## config.mk

```make
export PLATFORM = sky130hd
export DESIGN_NAME = efi_signature_list_parser
export DESIGN_NICKNAME = d
export VERILOG_FILES = /design/src/rtl/esl_pkg.sv /design/src/rtl/esl_div.sv /design/src/rtl/esl_dpath.sv /design/src/rtl/esl_ctrl.sv /design/src/rtl/efi_signature_list_parser.sv
export SDC_FILE = /design/constraint.sdc
export NUM_CORES = 1
export LEC_CHECK = 0
export ABC_AREA = 1
export BUFFER_PORTS_ARGS = -buffer_cell sky130_fd_sc_hd__buf_2
export CORE_UTILIZATION = 50
export DETAILED_ROUTE_END_ITERATION = 12
export PLACE_DENSITY = 0.66
export SETUP_SLACK_MARGIN = 0.5
export SKIP_LAST_GASP = 1
export SLEW_MARGIN = 15
export SYNTH_ARGS = -nofsm -noshare
export SYNTH_HDL_FRONTEND = slang
export SYNTH_HIERARCHICAL = 1
export SYNTH_SLANG_ARGS = --single-unit
```

## constraint.sdc

```tcl
create_clock -name clk -period 7.95 [get_ports clk]
set_input_delay 1.9875 -clock clk [delete_from_list [all_inputs] [get_ports clk]]
set_output_delay 1.9875 -clock clk [all_outputs]
set_load 0.01 [all_outputs]
```

## src/rtl/esl_pkg.sv

```systemverilog
// ----------------------------------------------------------------------------
// esl_pkg: shared types and constants of the signature list parser
// Request and result layouts, byte kinds, error codes and the X.509 type GUID.
// ----------------------------------------------------------------------------
package esl_pkg;

    // Byte kind doubles as the parser phase
    typedef enum logic [2:0] {
        PH_GUID  = 3'd0,
        PH_LSIZE = 3'd1,
        PH_HSIZE = 3'd2,
        PH_SSIZE = 3'd3,
        PH_HDR   = 3'd4,
        PH_OWNER = 3'd5,
        PH_DATA  = 3'd6,
        PH_IGN   = 3'd7
    } phase_t;

    localparam logic [2:0] ERR_NONE       = 3'd0;
    localparam logic [2:0] ERR_HDR_LARGE  = 3'd1;
    localparam logic [2:0] ERR_SIG_ZERO   = 3'd2;
    localparam logic [2:0] ERR_LIST_SMALL = 3'd3;
    localparam logic [2:0] ERR_SIG_SMALL  = 3'd4;
    localparam logic [2:0] ERR_ODD        = 3'd5;
    localparam logic [2:0] ERR_TOO_MANY   = 3'd6;
    localparam logic [2:0] ERR_TRUNC      = 3'd7;

    localparam int unsigned GUID_LEN  = 16;
    localparam int unsigned HDR_LEN   = GUID_LEN + 3 * 4;
    localparam int unsigned OWNER_LEN = 16;
    localparam int unsigned MAX_SIGS  = 16;
    localparam int unsigned DIV_BITS  = 32;

    typedef struct packed {
        logic [7:0] data_byte;
        logic       final_byte;
    } req_t;

    typedef struct packed {
        logic [2:0]  byte_kind;
        logic [7:0]  list_number;
        logic [3:0]  signature_number;
        logic [31:0] signature_offset;
        logic        type_is_x509;
        logic        signature_done;
        logic        list_done;
        logic [2:0]  error_code;
    } rsp_t;

    typedef struct packed {
        logic load;
        logic step;
        logic div_start;
    } cmd_t;

    typedef struct packed {
        logic need_div;
        logic div_done;
    } sts_t;

    function automatic logic [7:0] x509_guid_byte(input logic [3:0] idx);
        logic [7:0] v;
        case (idx)
            4'd0:    v = 8'ha1;
            4'd1:    v = 8'h59;
            4'd2:    v = 8'hc0;
            4'd3:    v = 8'ha5;
            4'd4:    v = 8'he4;
            4'd5:    v = 8'h94;
            4'd6:    v = 8'ha7;
            4'd7:    v = 8'h4a;
            4'd8:    v = 8'h87;
            4'd9:    v = 8'hb5;
            4'd10:   v = 8'hab;
            4'd11:   v = 8'h15;
            4'd12:   v = 8'h5c;
            4'd13:   v = 8'h2b;
            4'd14:   v = 8'hf0;
            default: v = 8'h72;
        endcase
        return v;
    endfunction

endpackage

```

## src/rtl/esl_div.sv

```systemverilog
// ----------------------------------------------------------------------------
// esl_div: radix-2 restoring divider
// One quotient bit per cycle; result and done flag hold until the next start.
// ----------------------------------------------------------------------------
module esl_div (
    input  logic        clk,
    input  logic        rst_n,
    input  logic        start,
    input  logic [31:0] dividend,
    input  logic [31:0] divisor,
    output logic [31:0] quotient,
    output logic [31:0] remainder,
    output logic        done
);

    logic [31:0] rem_reg, rem_next;
    logic [31:0] quo_reg, quo_next;
    logic [5:0]  cnt_reg, cnt_next;
    logic        busy_reg, busy_next;
    logic        done_reg, done_next;

    logic [32:0] shifted;
    logic [32:0] diff;

    assign shifted = {rem_reg, quo_reg[31]};
    assign diff    = shifted - {1'b0, divisor};

    always_comb
    begin
        rem_next  = rem_reg;
        quo_next  = quo_reg;
        cnt_next  = cnt_reg;
        busy_next = busy_reg;
        done_next = done_reg;
        if (start)
        begin
            rem_next  = '0;
            quo_next  = dividend;
            cnt_next  = 6'(esl_pkg::DIV_BITS);
            busy_next = 1'b1;
            done_next = 1'b0;
        end
        else if (busy_reg)
        begin
            // remainder stays below divisor, so a non-negative trial fits 32 bits
            if (!diff[32])
            begin
                rem_next = diff[31:0];
                quo_next = {quo_reg[30:0], 1'b1};
            end
            else
            begin
                rem_next = shifted[31:0];
                quo_next = {quo_reg[30:0], 1'b0};
            end
            cnt_next = cnt_reg - 6'd1;
            if (cnt_reg == 6'd1)
            begin
                busy_next = 1'b0;
                done_next = 1'b1;
            end
        end
    end

    always_ff @(posedge clk or negedge rst_n)
    begin
        if (!rst_n)
        begin
            cnt_reg  <= '0;
            busy_reg <= 1'b0;
            done_reg <= 1'b0;
        end
        else
        begin
            cnt_reg  <= cnt_next;
            busy_reg <= busy_next;
            done_reg <= done_next;
        end
    end

    always_ff @(posedge clk)
    begin
        rem_reg <= rem_next;
        quo_reg <= quo_next;
    end

    assign quotient  = quo_reg;
    assign remainder = rem_reg;
    assign done      = done_reg;

    a_done_idle: assert property (@(posedge clk) disable iff (!rst_n)
        done_reg |-> !busy_reg)
        else $error("divider done while still busy");

    a_start_clears: assert property (@(posedge clk) disable iff (!rst_n)
        start |=> busy_reg && !done_reg)
        else $error("divider did not start");

endmodule

```

## src/rtl/esl_dpath.sv

```systemverilog
// ----------------------------------------------------------------------------
// esl_dpath: parser datapath
// Holds the request, the list parse state and the result register; works out
// the tag of one byte and the next parse state when the controller steps it.
// ----------------------------------------------------------------------------
module esl_dpath (
    input  logic          clk,
    input  logic          rst_n,
    input  esl_pkg::cmd_t cmd,
    input  esl_pkg::req_t req,
    input  logic [31:0]   quotient,
    input  logic [31:0]   remainder,
    output logic          need_div,
    output logic [31:0]   dividend,
    output logic [31:0]   divisor,
    output esl_pkg::rsp_t rsp
);

    esl_pkg::req_t   in_reg;
    esl_pkg::rsp_t   out_reg, out_next;

    esl_pkg::phase_t phase_reg, phase_next;
    logic [4:0]      fbc_reg, fbc_next;
    logic [31:0]     lsize_reg, lsize_next;
    logic [31:0]     hdr_size_reg, hdr_size_next;
    logic [31:0]     ssize_reg, ssize_next;
    logic [31:0]     left_reg, left_next;
    logic [31:0]     offset_reg, offset_next;
    logic [3:0]      sig_cnt_reg, sig_cnt_next;
    logic [7:0]      list_cnt_reg, list_cnt_next;
    logic            gm_reg, gm_next;
    logic [2:0]      err_reg, err_next;

    logic [7:0]      b;
    logic            fin;
    logic [3:0]      idx;
    logic [31:0]     lane;
    logic [31:0]     list_ins, hdr_ins, sig_ins;
    logic            e_hdr_large, e_sig_zero, e_list_small;
    logic [31:0]     payload_new, payload_cur;
    logic            at_check;
    logic [2:0]      check_err;

    assign b    = in_reg.data_byte;
    assign fin  = in_reg.final_byte;
    assign idx  = 4'(fbc_reg - 5'd16);
    assign lane = 32'(b) << {idx[1:0], 3'b000};

    // size registers as they stand once the current byte is merged in
    always_comb
    begin
        list_ins = lsize_reg;
        hdr_ins  = hdr_size_reg;
        sig_ins  = ssize_reg;
        if (fbc_reg == 5'd0)
        begin
            list_ins = '0;
            hdr_ins  = '0;
            sig_ins  = '0;
        end
        else if (fbc_reg >= 5'(esl_pkg::GUID_LEN))
        begin
            case (idx[3:2])
                2'd0:    list_ins = lsize_reg | lane;
                2'd1:    hdr_ins  = hdr_size_reg | lane;
                default: sig_ins  = ssize_reg | lane;
            endcase
        end
    end

    assign e_hdr_large  = (hdr_ins != 32'd0) && (hdr_ins >= list_ins);
    assign e_sig_zero   = (sig_ins == 32'd0);
    assign e_list_small = {1'b0, list_ins} < (33'(esl_pkg::HDR_LEN) + {1'b0, hdr_ins});
    assign payload_new  = list_ins - 32'(esl_pkg::HDR_LEN) - hdr_ins;
    assign payload_cur  = lsize_reg - 32'(esl_pkg::HDR_LEN) - hdr_size_reg;

    assign at_check = (phase_reg == esl_pkg::PH_SSIZE)
                   && (fbc_reg == 5'(esl_pkg::HDR_LEN - 1));
    assign need_div = at_check && !e_hdr_large && !e_sig_zero && !e_list_small;
    assign dividend = payload_new;
    assign divisor  = sig_ins;

    // quotient and remainder are only looked at when the divider has run
    always_comb
    begin
        if (e_hdr_large)
            check_err = esl_pkg::ERR_HDR_LARGE;
        else if (e_sig_zero)
            check_err = esl_pkg::ERR_SIG_ZERO;
        else if (e_list_small)
            check_err = esl_pkg::ERR_LIST_SMALL;
        else if (remainder != 32'd0)
            check_err = esl_pkg::ERR_ODD;
        else if ((payload_new != 32'd0) && (sig_ins < 32'(esl_pkg::OWNER_LEN)))
            check_err = esl_pkg::ERR_SIG_SMALL;
        else if (quotient > 32'(esl_pkg::MAX_SIGS))
            check_err = esl_pkg::ERR_TOO_MANY;
        else
            check_err = esl_pkg::ERR_NONE;
    end

    always_comb
    begin
        logic        eq;
        logic [4:0]  k1;
        logic        start_pl;
        logic [31:0] pl_val;
        logic        end_l;

        eq       = 1'b0;
        k1       = fbc_reg + 5'd1;
        start_pl = 1'b0;
        pl_val   = payload_cur;
        end_l    = 1'b0;

        phase_next     = phase_reg;
        fbc_next       = fbc_reg;
        lsize_next     = lsize_reg;
        hdr_size_next  = hdr_size_reg;
        ssize_next     = ssize_reg;
        left_next      = left_reg;
        offset_next    = offset_reg;
        sig_cnt_next   = sig_cnt_reg;
        list_cnt_next  = list_cnt_reg;
        gm_next        = gm_reg;
        err_next       = err_reg;

        out_next                  = '0;
        out_next.byte_kind        = esl_pkg::PH_IGN;
        out_next.list_number      = list_cnt_reg;

        case (phase_reg) inside
            esl_pkg::PH_GUID, esl_pkg::PH_LSIZE, esl_pkg::PH_HSIZE, esl_pkg::PH_SSIZE:
            begin
                out_next.byte_kind = phase_reg;
                if (fbc_reg < 5'(esl_pkg::GUID_LEN))
                begin
                    eq      = (b == esl_pkg::x509_guid_byte(fbc_reg[3:0]));
                    gm_next = (fbc_reg == 5'd0) ? eq : (gm_reg & eq);
                end
                lsize_next     = list_ins;
                hdr_size_next  = hdr_ins;
                ssize_next     = sig_ins;
                out_next.type_is_x509 = gm_next;
                fbc_next = k1;
                if (k1 == 5'(esl_pkg::GUID_LEN))
                    phase_next = esl_pkg::PH_LSIZE;
                else if (k1 == 5'(esl_pkg::GUID_LEN + 4))
                    phase_next = esl_pkg::PH_HSIZE;
                else if (k1 == 5'(esl_pkg::GUID_LEN + 8))
                    phase_next = esl_pkg::PH_SSIZE;
                else if (k1 == 5'(esl_pkg::HDR_LEN))
                begin
                    fbc_next = '0;
                    if (check_err != esl_pkg::ERR_NONE)
                    begin
                        err_next   = check_err;
                        phase_next = esl_pkg::PH_IGN;
                    end
                    else if (hdr_ins != 32'd0)
                    begin
                        phase_next = esl_pkg::PH_HDR;
                        left_next  = hdr_ins;
                    end
                    else
                    begin
                        start_pl = 1'b1;
                        pl_val   = payload_new;
                    end
                end
            end
            esl_pkg::PH_HDR:
            begin
                out_next.byte_kind    = esl_pkg::PH_HDR;
                out_next.type_is_x509 = gm_reg;
                left_next = left_reg - 32'd1;
                if (left_next == 32'd0)
                    start_pl = 1'b1;
            end
            esl_pkg::PH_OWNER, esl_pkg::PH_DATA:
            begin
                out_next.byte_kind        = phase_reg;
                out_next.type_is_x509     = gm_reg;
                out_next.signature_number = sig_cnt_reg;
                out_next.signature_offset = offset_reg;
                if (offset_reg == ssize_reg - 32'd1)
                begin
                    out_next.signature_done = 1'b1;
                    offset_next  = '0;
                    sig_cnt_next = sig_cnt_reg + 4'd1;
                end
                else
                    offset_next = offset_reg + 32'd1;
                left_next = left_reg - 32'd1;
                if (left_next == 32'd0)
                begin
                    out_next.list_done = 1'b1;
                    end_l = 1'b1;
                end
                else if (offset_next < 32'(esl_pkg::OWNER_LEN))
                    phase_next = esl_pkg::PH_OWNER;
                else
                    phase_next = esl_pkg::PH_DATA;
            end
            default:
            begin
                out_next.byte_kind = esl_pkg::PH_IGN;
            end
        endcase

        if (start_pl)
        begin
            if (pl_val == 32'd0)
            begin
                out_next.list_done = 1'b1;
                end_l = 1'b1;
            end
            else
            begin
                phase_next   = esl_pkg::PH_OWNER;
                left_next    = pl_val;
                offset_next  = '0;
                sig_cnt_next = '0;
            end
        end

        if (end_l)
        begin
            phase_next = esl_pkg::PH_GUID;
            fbc_next   = '0;
            if (list_cnt_reg != 8'hff)
                list_cnt_next = list_cnt_reg + 8'd1;
        end

        out_next.error_code = err_next;
        if (fin && (err_next == esl_pkg::ERR_NONE)
            && !((phase_next == esl_pkg::PH_GUID) && (fbc_next == 5'd0)))
            out_next.error_code = esl_pkg::ERR_TRUNC;
    end

    always_ff @(posedge clk or negedge rst_n)
    begin
        if (!rst_n)
        begin
            phase_reg     <= esl_pkg::PH_GUID;
            fbc_reg       <= '0;
            lsize_reg     <= '0;
            hdr_size_reg  <= '0;
            ssize_reg     <= '0;
            left_reg      <= '0;
            offset_reg    <= '0;
            sig_cnt_reg   <= '0;
            list_cnt_reg  <= '0;
            gm_reg        <= 1'b1;
            err_reg       <= esl_pkg::ERR_NONE;
        end
        else if (cmd.step)
        begin
            if (fin)
            begin
                // end of database: back to the reset state
                phase_reg     <= esl_pkg::PH_GUID;
                fbc_reg       <= '0;
                lsize_reg     <= '0;
                hdr_size_reg  <= '0;
                ssize_reg     <= '0;
                left_reg      <= '0;
                offset_reg    <= '0;
                sig_cnt_reg   <= '0;
                list_cnt_reg  <= '0;
                gm_reg        <= 1'b1;
                err_reg       <= esl_pkg::ERR_NONE;
            end
            else
            begin
                phase_reg     <= phase_next;
                fbc_reg       <= fbc_next;
                lsize_reg     <= lsize_next;
                hdr_size_reg  <= hdr_size_next;
                ssize_reg     <= ssize_next;
                left_reg      <= left_next;
                offset_reg    <= offset_next;
                sig_cnt_reg   <= sig_cnt_next;
                list_cnt_reg  <= list_cnt_next;
                gm_reg        <= gm_next;
                err_reg       <= err_next;
            end
        end
    end

    always_ff @(posedge clk)
    begin
        if (cmd.load)
            in_reg <= req;
        if (cmd.step)
            out_reg <= out_next;
    end

    assign rsp = out_reg;

endmodule

```

## src/rtl/esl_ctrl.sv

```systemverilog
// ----------------------------------------------------------------------------
// esl_ctrl: parser controller
// Tracks the request and result slots, steps the datapath and runs the
// divider for the size check at the end of each list header.
// ----------------------------------------------------------------------------
module esl_ctrl (
    input  logic          clk,
    input  logic          rst_n,
    input  logic          req_valid,
    output logic          req_stall,
    output logic          tag_valid,
    input  logic          tag_stall,
    input  esl_pkg::sts_t sts,
    output esl_pkg::cmd_t cmd
);

    typedef enum logic {
        CT_RUN,
        CT_DIV
    } state_t;

    state_t state_reg, state_next;
    logic   in_full_reg, in_full_next;
    logic   out_valid_reg, out_valid_next;
    logic   out_free;

    assign out_free = !out_valid_reg || !tag_stall;

    always_comb
    begin
        state_next     = state_reg;
        cmd            = '0;
        cmd.load       = req_valid && !in_full_reg;
        unique case (state_reg)
            CT_RUN:
            begin
                if (in_full_reg)
                begin
                    if (sts.need_div)
                    begin
                        cmd.div_start = 1'b1;
                        state_next    = CT_DIV;
                    end
                    else if (out_free)
                        cmd.step = 1'b1;
                end
            end
            CT_DIV:
            begin
                if (sts.div_done && out_free)
                begin
                    cmd.step   = 1'b1;
                    state_next = CT_RUN;
                end
            end
            default:
            begin
                state_next = CT_RUN;
            end
        endcase

        in_full_next = in_full_reg;
        if (cmd.load)
            in_full_next = 1'b1;
        else if (cmd.step)
            in_full_next = 1'b0;

        out_valid_next = out_valid_reg;
        if (cmd.step)
            out_valid_next = 1'b1;
        else if (!tag_stall)
            out_valid_next = 1'b0;
    end

    always_ff @(posedge clk or negedge rst_n)
    begin
        if (!rst_n)
        begin
            state_reg     <= CT_RUN;
            in_full_reg   <= 1'b0;
            out_valid_reg <= 1'b0;
        end
        else
        begin
            state_reg     <= state_next;
            in_full_reg   <= in_full_next;
            out_valid_reg <= out_valid_next;
        end
    end

    assign req_stall = in_full_reg;
    assign tag_valid = out_valid_reg;

    a_div_holds_req: assert property (@(posedge clk) disable iff (!rst_n)
        state_reg == CT_DIV |-> in_full_reg)
        else $error("division running without a held request");

    a_step_needs_quot: assert property (@(posedge clk) disable iff (!rst_n)
        cmd.step && sts.need_div |-> state_reg == CT_DIV && sts.div_done)
        else $error("size check stepped before the divider finished");

    a_step_fills_out: assert property (@(posedge clk) disable iff (!rst_n)
        cmd.step |=> out_valid_reg && !in_full_reg)
        else $error("stepped request not moved to the result slot");

    a_no_overwrite: assert property (@(posedge clk) disable iff (!rst_n)
        out_valid_reg && tag_stall |-> !cmd.step)
        else $error("result overwritten while stalled");

endmodule

```

## src/rtl/efi_signature_list_parser.sv

```systemverilog
// ----------------------------------------------------------------------------
// efi_signature_list_parser: UEFI signature database byte tagger
//
//   channel  dir  handshake               payload
//   request  in   req_valid / req_stall   req (data_byte, final_byte)
//   tag      out  tag_valid / tag_stall   tag (kind, indexes, flags, error)
//
// A request is first taken into the input register, then tagged into the result register.
// The 28th byte of a list whose early size checks pass waits for the
// payload-by-signature-size check, which runs on a 1-bit-per-cycle divider.
// A result waits in its own register, so one more request is taken meanwhile.
// Reset (rst_n low, asynchronous) clears parse state and both slots; a
// request marked final returns the parse state to its reset values.
// ----------------------------------------------------------------------------
module efi_signature_list_parser (
    input  logic          clk,
    input  logic          rst_n,
    input  logic          req_valid,
    output logic          req_stall,
    input  esl_pkg::req_t req,
    output logic          tag_valid,
    input  logic          tag_stall,
    output esl_pkg::rsp_t tag
);

    esl_pkg::cmd_t cmd;
    esl_pkg::sts_t sts;
    logic          need_div;
    logic          div_done;
    logic [31:0]   dividend;
    logic [31:0]   divisor;
    logic [31:0]   quotient;
    logic [31:0]   remainder;

    assign sts.need_div = need_div;
    assign sts.div_done = div_done;

    esl_ctrl u_ctrl (
        .clk       (clk),
        .rst_n     (rst_n),
        .req_valid (req_valid),
        .req_stall (req_stall),
        .tag_valid (tag_valid),
        .tag_stall (tag_stall),
        .sts       (sts),
        .cmd       (cmd)
    );

    esl_dpath u_dpath (
        .clk       (clk),
        .rst_n     (rst_n),
        .cmd       (cmd),
        .req       (req),
        .quotient  (quotient),
        .remainder (remainder),
        .need_div  (need_div),
        .dividend  (dividend),
        .divisor   (divisor),
        .rsp       (tag)
    );

    esl_div u_div (
        .clk       (clk),
        .rst_n     (rst_n),
        .start     (cmd.div_start),
        .dividend  (dividend),
        .divisor   (divisor),
        .quotient  (quotient),
        .remainder (remainder),
        .done      (div_done)
    );

endmodule
```

==> results of run 1 <==
[Yosys cell counts, types with 9 or more instances]
cell type,count
o21ai_0,253
xor2_1,155
nor3_1,68
xnor2_1,37
o2111ai_1,19
and2_1,14
o22ai_1,97
a21oi_1,259
inv_2,22
nor2_1,466
o32ai_1,16
o21bai_1,11
inv_1,863
nand3b_1,12
clkinv_1,9
nand4_1,101
a21oi_2,9
nor2_2,12
dfxtp_1,32
or2_2,14
dfrtp_1,194
nand2_1,1176
o21ai_1,30
clkbuf_1,90
nor4_1,44
o31ai_1,12
ha_1,212
nand3_1,200
fa_1,17
buf_6,15
buf_2,18
edfxtp_1,94
[cell type report]
class / count / area [um2] / area share
multi-input combinational: 3328 / 18400 / 0.545
sequential: 321 / 8350 / 0.248
tap: 782 / 978 / 0.0290
timing repair buffer: 158 / 1190 / 0.0353
clock inverter: 19 / 262 / 0.00776
clock buffer: 55 / 1150 / 0.0341
inverter: 895 / 3380 / 0.100
timing repair inverter: 1 / 5.00 / 0.000149
[logic make-up (layout without fill, tap and decap cells)]
kind of cell	Yosys count	after routing	share of synthesized area
buf+inv	1030	1128	0.132
fa+ha+maj	229	229	0.0983
compound gates	757	758	0.142
simple gates	2147	2149	0.299
flops	321	321	0.274
xor+xnor	192	192	0.0552
[path summary, 6_finish.rpt]
kind                                startpoint             endpoint  slack [ns]  depth (start not counted)
min in group asynchronous                rst_n  u_dpath/left_reg[8]        1.40                          1
hold / removal             u_div/remainder[25]  u_div/remainder[25]        0.49                          2
hold reg to reg            u_div/remainder[25]  u_div/remainder[25]        0.49                          2
setup reg to reg            u_dpath/fbc_reg[0]       u_dpath/rsp[1]        0.68                         44
setup / recovery            u_dpath/fbc_reg[0]       u_dpath/rsp[1]        0.68                         44
max in group asynchronous                rst_n   u_dpath/fbc_reg[2]        5.09                          2
[worst max-delay path: cells and delay by family, from the launching register on]
family / cells / cell delay, ns
compound gates: 3 / 0.42
buf+inv: 5 / 0.62
fa+ha+maj: 2 / 0.53
flops: 1 / 0.49
xor+xnor: 1 / 0.09
simple gates: 33 / 4.81
[where the power goes]
group	internal, mW	switching, mW	total, mW	leakage, nW
clock	1.18	0.803	1.98	0.684
combinational	0.00558	0.0319	0.0375	14.5
sequential	1.69	0.00292	1.70	3.00
total	2.88	0.838	3.72	18.2
[stage by stage]
step / power (mW) / instances / hold slack, ns
floorplan: 1.73 / 4676 / 0.454
global placement: 1.76 / 5446 / 0.480
detailed placement: 1.77 / 5446 / 0.481
CTS: 3.75 / 5522 / 0.490
global route: 3.80 / 5559 / 0.504
finish: 3.72 / 5559 / 0.493
[what timing repair did]
item                       4_1_cts  5_1_grt
hold buffers                     0        0
setup endpoints to repair      150      322
gates resized for setup          4       77
pin swaps                        2       15
buffers inserted                 1       28
gates cloned                     1        9
[per-layer routing]
metal / GRT usage / part of all wire / up-vias
met2: 0.525 / 0.43 / 1548
met4: 0.114 / 0.036 / 4
met3: 0.0610 / 0.10 / 240
li1: - / - / 15173
met1: 0.490 / 0.43 / 14688
met5: 0 / 0.00024 / -
==> flow_summary_export.csv, run 1 <==
group,metric,value,unit
routing,post-route-drc-count,0,
finish,final_cell_mix,"nand2_1, inv_1, nor2_1",
finish,final_layout_size_suffix_gt1_frac,0.0775,
floorplan,dieWidth,249,um
placement,port_buffers,67,
job,maxCapViolations,0,
power_and_ir_drop,powerDensity,110,nW/um2
logic_synthesis,syn_area_per_cell,6.51,um2
clocking,clk_latency,0.60,ns
placement,place_area,31600,um2
clocking,cts.sinks,321,
grt,gr-total-overflow,0,
finish,nets,4987,
grt,antenna_found_initial,10,
timing,fmax,138,MHz
power_and_ir_drop,p_leak,18.2,nW
finish,fin_area,33700,um2
grt,grt_pass1_wl,166000,um
logic_synthesis,yosysTopAreaCell,"dfrtp_1",
routing,first_pass_iters,6,
grt,grt_max_degree,80,
critical_path,cp_common_cell,"nand2_1",
clocking,cts_tree,"done",
critical_path,critPathSlowestCell,"dfrtp_2",
routing,routed_via_density,5.69,
floorplan,die_h,249,um
finish,fill_cells,6089,
clocking,cts-htree-levels,2,
floorplan,floorplan.initialDensity,0.505,
timing,worst_pin_slew,1.17,ns
logic_synthesis,yosys_warnings,6,
critical_path,startpoint_type,"register",
clocking,clkSlewWorstSetupHoldPaths,0.06,ns
placement,dpl_worst_slack,0.173,ns
clocking,numCtsBuffers,40,
logic_synthesis,syn_inst,4676,
timing,finalSetupTns,0,ns
finish,syn_to_final_growth,10.6,%
floorplan,die_area,61900,um2
critical_path,max_stage_delay,0.49,ns
logic_synthesis,synth.area.top_cells,"dfrtp_1, nand2_1, inv_1",
finish,layout_commonest_cell,"nand2_1",
logic_synthesis,synth_top_cell_area_share,0.159,
floorplan,rows,90,
clocking,cts-root-buf,"clkbuf_16",
critical_path,cp_max_fo,22,
logic_synthesis,async_reset_ff_frac,0.607,
routing,routed_wl,112000,um
floorplan,io_pins,68,
timing,slew_viol_final,0,
finish,final_core_util,0.559,
timing,setup_viol,0,
routing,vias,31653,
logic_synthesis,synth_flop_cell,"dfrtp_1",
floorplan,core_area,60200,um2
critical_path,end_kind,"register",
logic_synthesis,syn_nets,4918,
critical_path,arrival,7.58,ns
timing,fin_ws,0.684,ns
routing,ant_nets,0,
finish,largest_reg_flops,53,
logic_synthesis,ys_types,66,
grt,first_global_vias,28371,
critical_path,worstPathRequired,8.26,ns
placement,post-dp-hpwl,86000,um
power_and_ir_drop,peakVddDrop,131,uV
critical_path,worstSetupPathType,"reg2reg",
timing,period_needed,7.27,ns
logic_synthesis,yosysSeqAreaShare,0.274,
routing,wl_per_cell,20.1,um
timing,hold_viol,0,
clocking,cts.path.max_buffers,3,
timing,slew_headroom,0.211,
grt,grtUsageTotal,0.344,
finish,diodes,0,
logic_synthesis,netlist_area,30500,um2
timing,rsz0062_at_grt,"false",
hold_path,hold_path_class,"reg2reg",
timing,fin_skew,0.0242,ns
routing,drt_iter0_markers,3740,
logic_synthesis,synth-edff-count,94,
run_status,status,"finished, final reports clean",
timing,fin_crit_sh,0.914,
logic_synthesis,ys_ff_latch,321,
placement,gp_congestion,1.03,
Note: power is estimated with default switching activity, not from simulation.
==> inputs of run 2 (changes only) <==
Settings changed: RECOVER_POWER set to 50.
==> run 2 against run 1 <==
Effect of this change:
- the flow now finishes with violations (DRC, capacitance limit, slew limit)
- flip-flop and latch count did not move
- largest cell class unchanged
- first-iteration DRC count fell by 2.1%
- register-to-register slack got worse by 0.20 ns
- clock skew rose by 0.0023 ns
- sequential share of layout area rose by 0.079 points
- worst hold slack got worse by 0.0030 ns
- critical path type unchanged
- power barely moved
- sequential power barely moved
- routed wire length barely moved
- fmax fell by 2.7%
- critical path depth fell by 9
==> flow_summary_export.csv, run 2 (synthesis gave the netlist of run 1 again) <==
group,metric,value,unit
routing,vias,31639,
critical_path,cp_common_cell,"nand2_1",
clocking,numCtsBuffers,40,
clocking,cts_hold_buf,0,
placement,gp_congestion,1.03,
routing,post-route-drc-count,2,
placement,port_buffers,67,
routing,ant_nets,0,
run_status,violations,"DRC, capacitance limit, slew limit",
clocking,clkSlewWorstSetupHoldPaths,0.06,ns
grt,grt_max_degree,80,
timing,finalSetupTns,0,ns
finish,final_cell_mix,"nand2_1, inv_1, nor2_1",
critical_path,end_kind,"register",
critical_path,worstSetupPathType,"reg2reg",
hold_path,hold_path_class,"reg2reg",
finish,final-seq-area,8350,um2
finish,layout_commonest_cell,"nand2_1",
finish,final_core_util,0.557,
timing,slew_headroom,-2.13,
placement,place_inst,5446,
timing,slew_viol_final,282,
clocking,cts-root-buf,"clkbuf_16",
placement,place_area,31600,um2
finish,largest_reg_flops,53,
finish,fill_cells,6138,
critical_path,startpoint_type,"register",
routing,first_pass_iters,10,
routing,routed_via_density,5.69,
floorplan,dieWidth,249,um
timing,hold_ws,0.490,ns
timing,setup_viol,0,
power_and_ir_drop,total_power,3.72,mW
floorplan,floorplan.initialDensity,0.505,
placement,dpl_worst_slack,0.173,ns
critical_path,critPathSlowestCell,"nor3_1",
timing,fin_skew,0.0264,ns
finish,fin_cells,5561,
critical_path,cp_max_fo,23,
grt,antenna_found_initial,10,
timing,hold_viol,0,
timing,fin_crit_sh,0.939,
critical_path,critPathTopFamily,"simple AND/OR/NAND/NOR gates",
grt,gr-total-overflow,0,
power_and_ir_drop,peakVddDrop,132,uV
timing,fmax,134,MHz
placement,post-dp-hpwl,86000,um
clocking,cts.path.max_buffers,3,
finish,fin_area,33600,um2
timing,rsz0062_at_grt,"false",
routing,wl_per_cell,20.1,um
clocking,cts.sinks,321,
timing,period_needed,7.47,ns
floorplan,core_area,60200,um2
critical_path,arrival,7.89,ns
routing,drt_iter0_markers,3660,
floorplan,die_h,249,um
critical_path,max_stage_delay,0.51,ns
finish,syn_to_final_growth,10.3,%
run_status,status,"complete, but fails checks",
timing,worst_pin_slew,4.69,ns
critical_path,worstPathRequired,8.37,ns
power_and_ir_drop,p_leak,17.9,nW
grt,grt_pass1_wl,166000,um
clocking,cts_tree,"done",
floorplan,io_pins,68,
finish,final_layout_size_suffix_gt1_frac,0.0638,
job,maxCapViolations,6,
clocking,clk_latency,0.60,ns
routing,routed_wl,112000,um
critical_path,timing.critical_path.buf_inv,5,
grt,grtUsageTotal,0.344,
floorplan,rows,90,
power_and_ir_drop,powerDensity,111,nW/um2
grt,first_global_vias,28371,
finish,multi_input_area,18400,um2
floorplan,die_area,61900,um2
finish,nets,4987,
timing,fin_ws,0.481,ns
clocking,cts-htree-levels,2,
==> run 2: cell count changes in the layout (fill, tap and decap cells not counted), moves of 3 or more <==
cell,before,now
buf_4,72,66
buf_2,67,10
clkbuf_1,7,68
clkbuf_2,0,3
==> run 2: routing by layer <==
| metal | vias to the layer above | part of all wire | track usage |
|---|---|---|---|
| met5 | - | 0.00012 | 0 |
| met4 | 2 | 0.034 | 0.114 |
| met3 | 226 | 0.099 | 0.0610 |
| met2 | 1487 | 0.43 | 0.525 |
| met1 | 14747 | 0.44 | 0.490 |
| li1 | 15177 | - | - |
==> run 2: worst min-delay path, delay by kind of cell, from the launching register on <==
kind	cells	cell delay [ns]
simple gates	2	0.11
flops	1	0.33
==> run 2: area by class of cell <==
class                           count  area share
Timing Repair inverter              1    0.000149
Clock buffer                       55      0.0342
Multi-Input combinational cell   3328       0.547
Tap cell                          782      0.0291
Antenna cell                        2    0.000149
Sequential cell                   321       0.249
Clock inverter                     19     0.00779
Timing Repair Buffer              158      0.0325
Inverter                          895       0.101
==> run 2: final timing paths <==
| path | start | endpoint | slack, ns | cells past startpoint |
|---|---|---|---|---|
| min in group asynchronous | rst_n | u_dpath/left_reg[8] | 3.06 | 1 |
| max reg2reg | u_dpath/fbc_reg[0] | u_dpath/lsize_reg[2] | 0.48 | 35 |
| min | u_div/remainder[12] | u_div/remainder[12] | 0.49 | 2 |
| max in group asynchronous | rst_n | u_dpath/fbc_reg[2] | 1.24 | 2 |
| max | u_dpath/fbc_reg[0] | u_dpath/lsize_reg[2] | 0.48 | 35 |
| min reg2reg | u_div/remainder[12] | u_div/remainder[12] | 0.49 | 2 |
==> run 2: what timing repair did <==
action                                 in CTS  in global routing
gates resized for setup                     4                 77
pin swaps                                   2                 15
setup endpoints to repair                 150                322
cloned                                      1                  9
setup buffers                               1                 28
endpoints found under the hold margin       0                  0
==> run 2: report_power, final <==
part           internal (mW)  switching [mW]  total [mW]  leakage, nW
logic                0.00442          0.0315      0.0360         14.2
clock network           1.18           0.806        1.99        0.684
registers               1.69         0.00292        1.70         3.00
total                   2.88           0.841        3.72         17.9
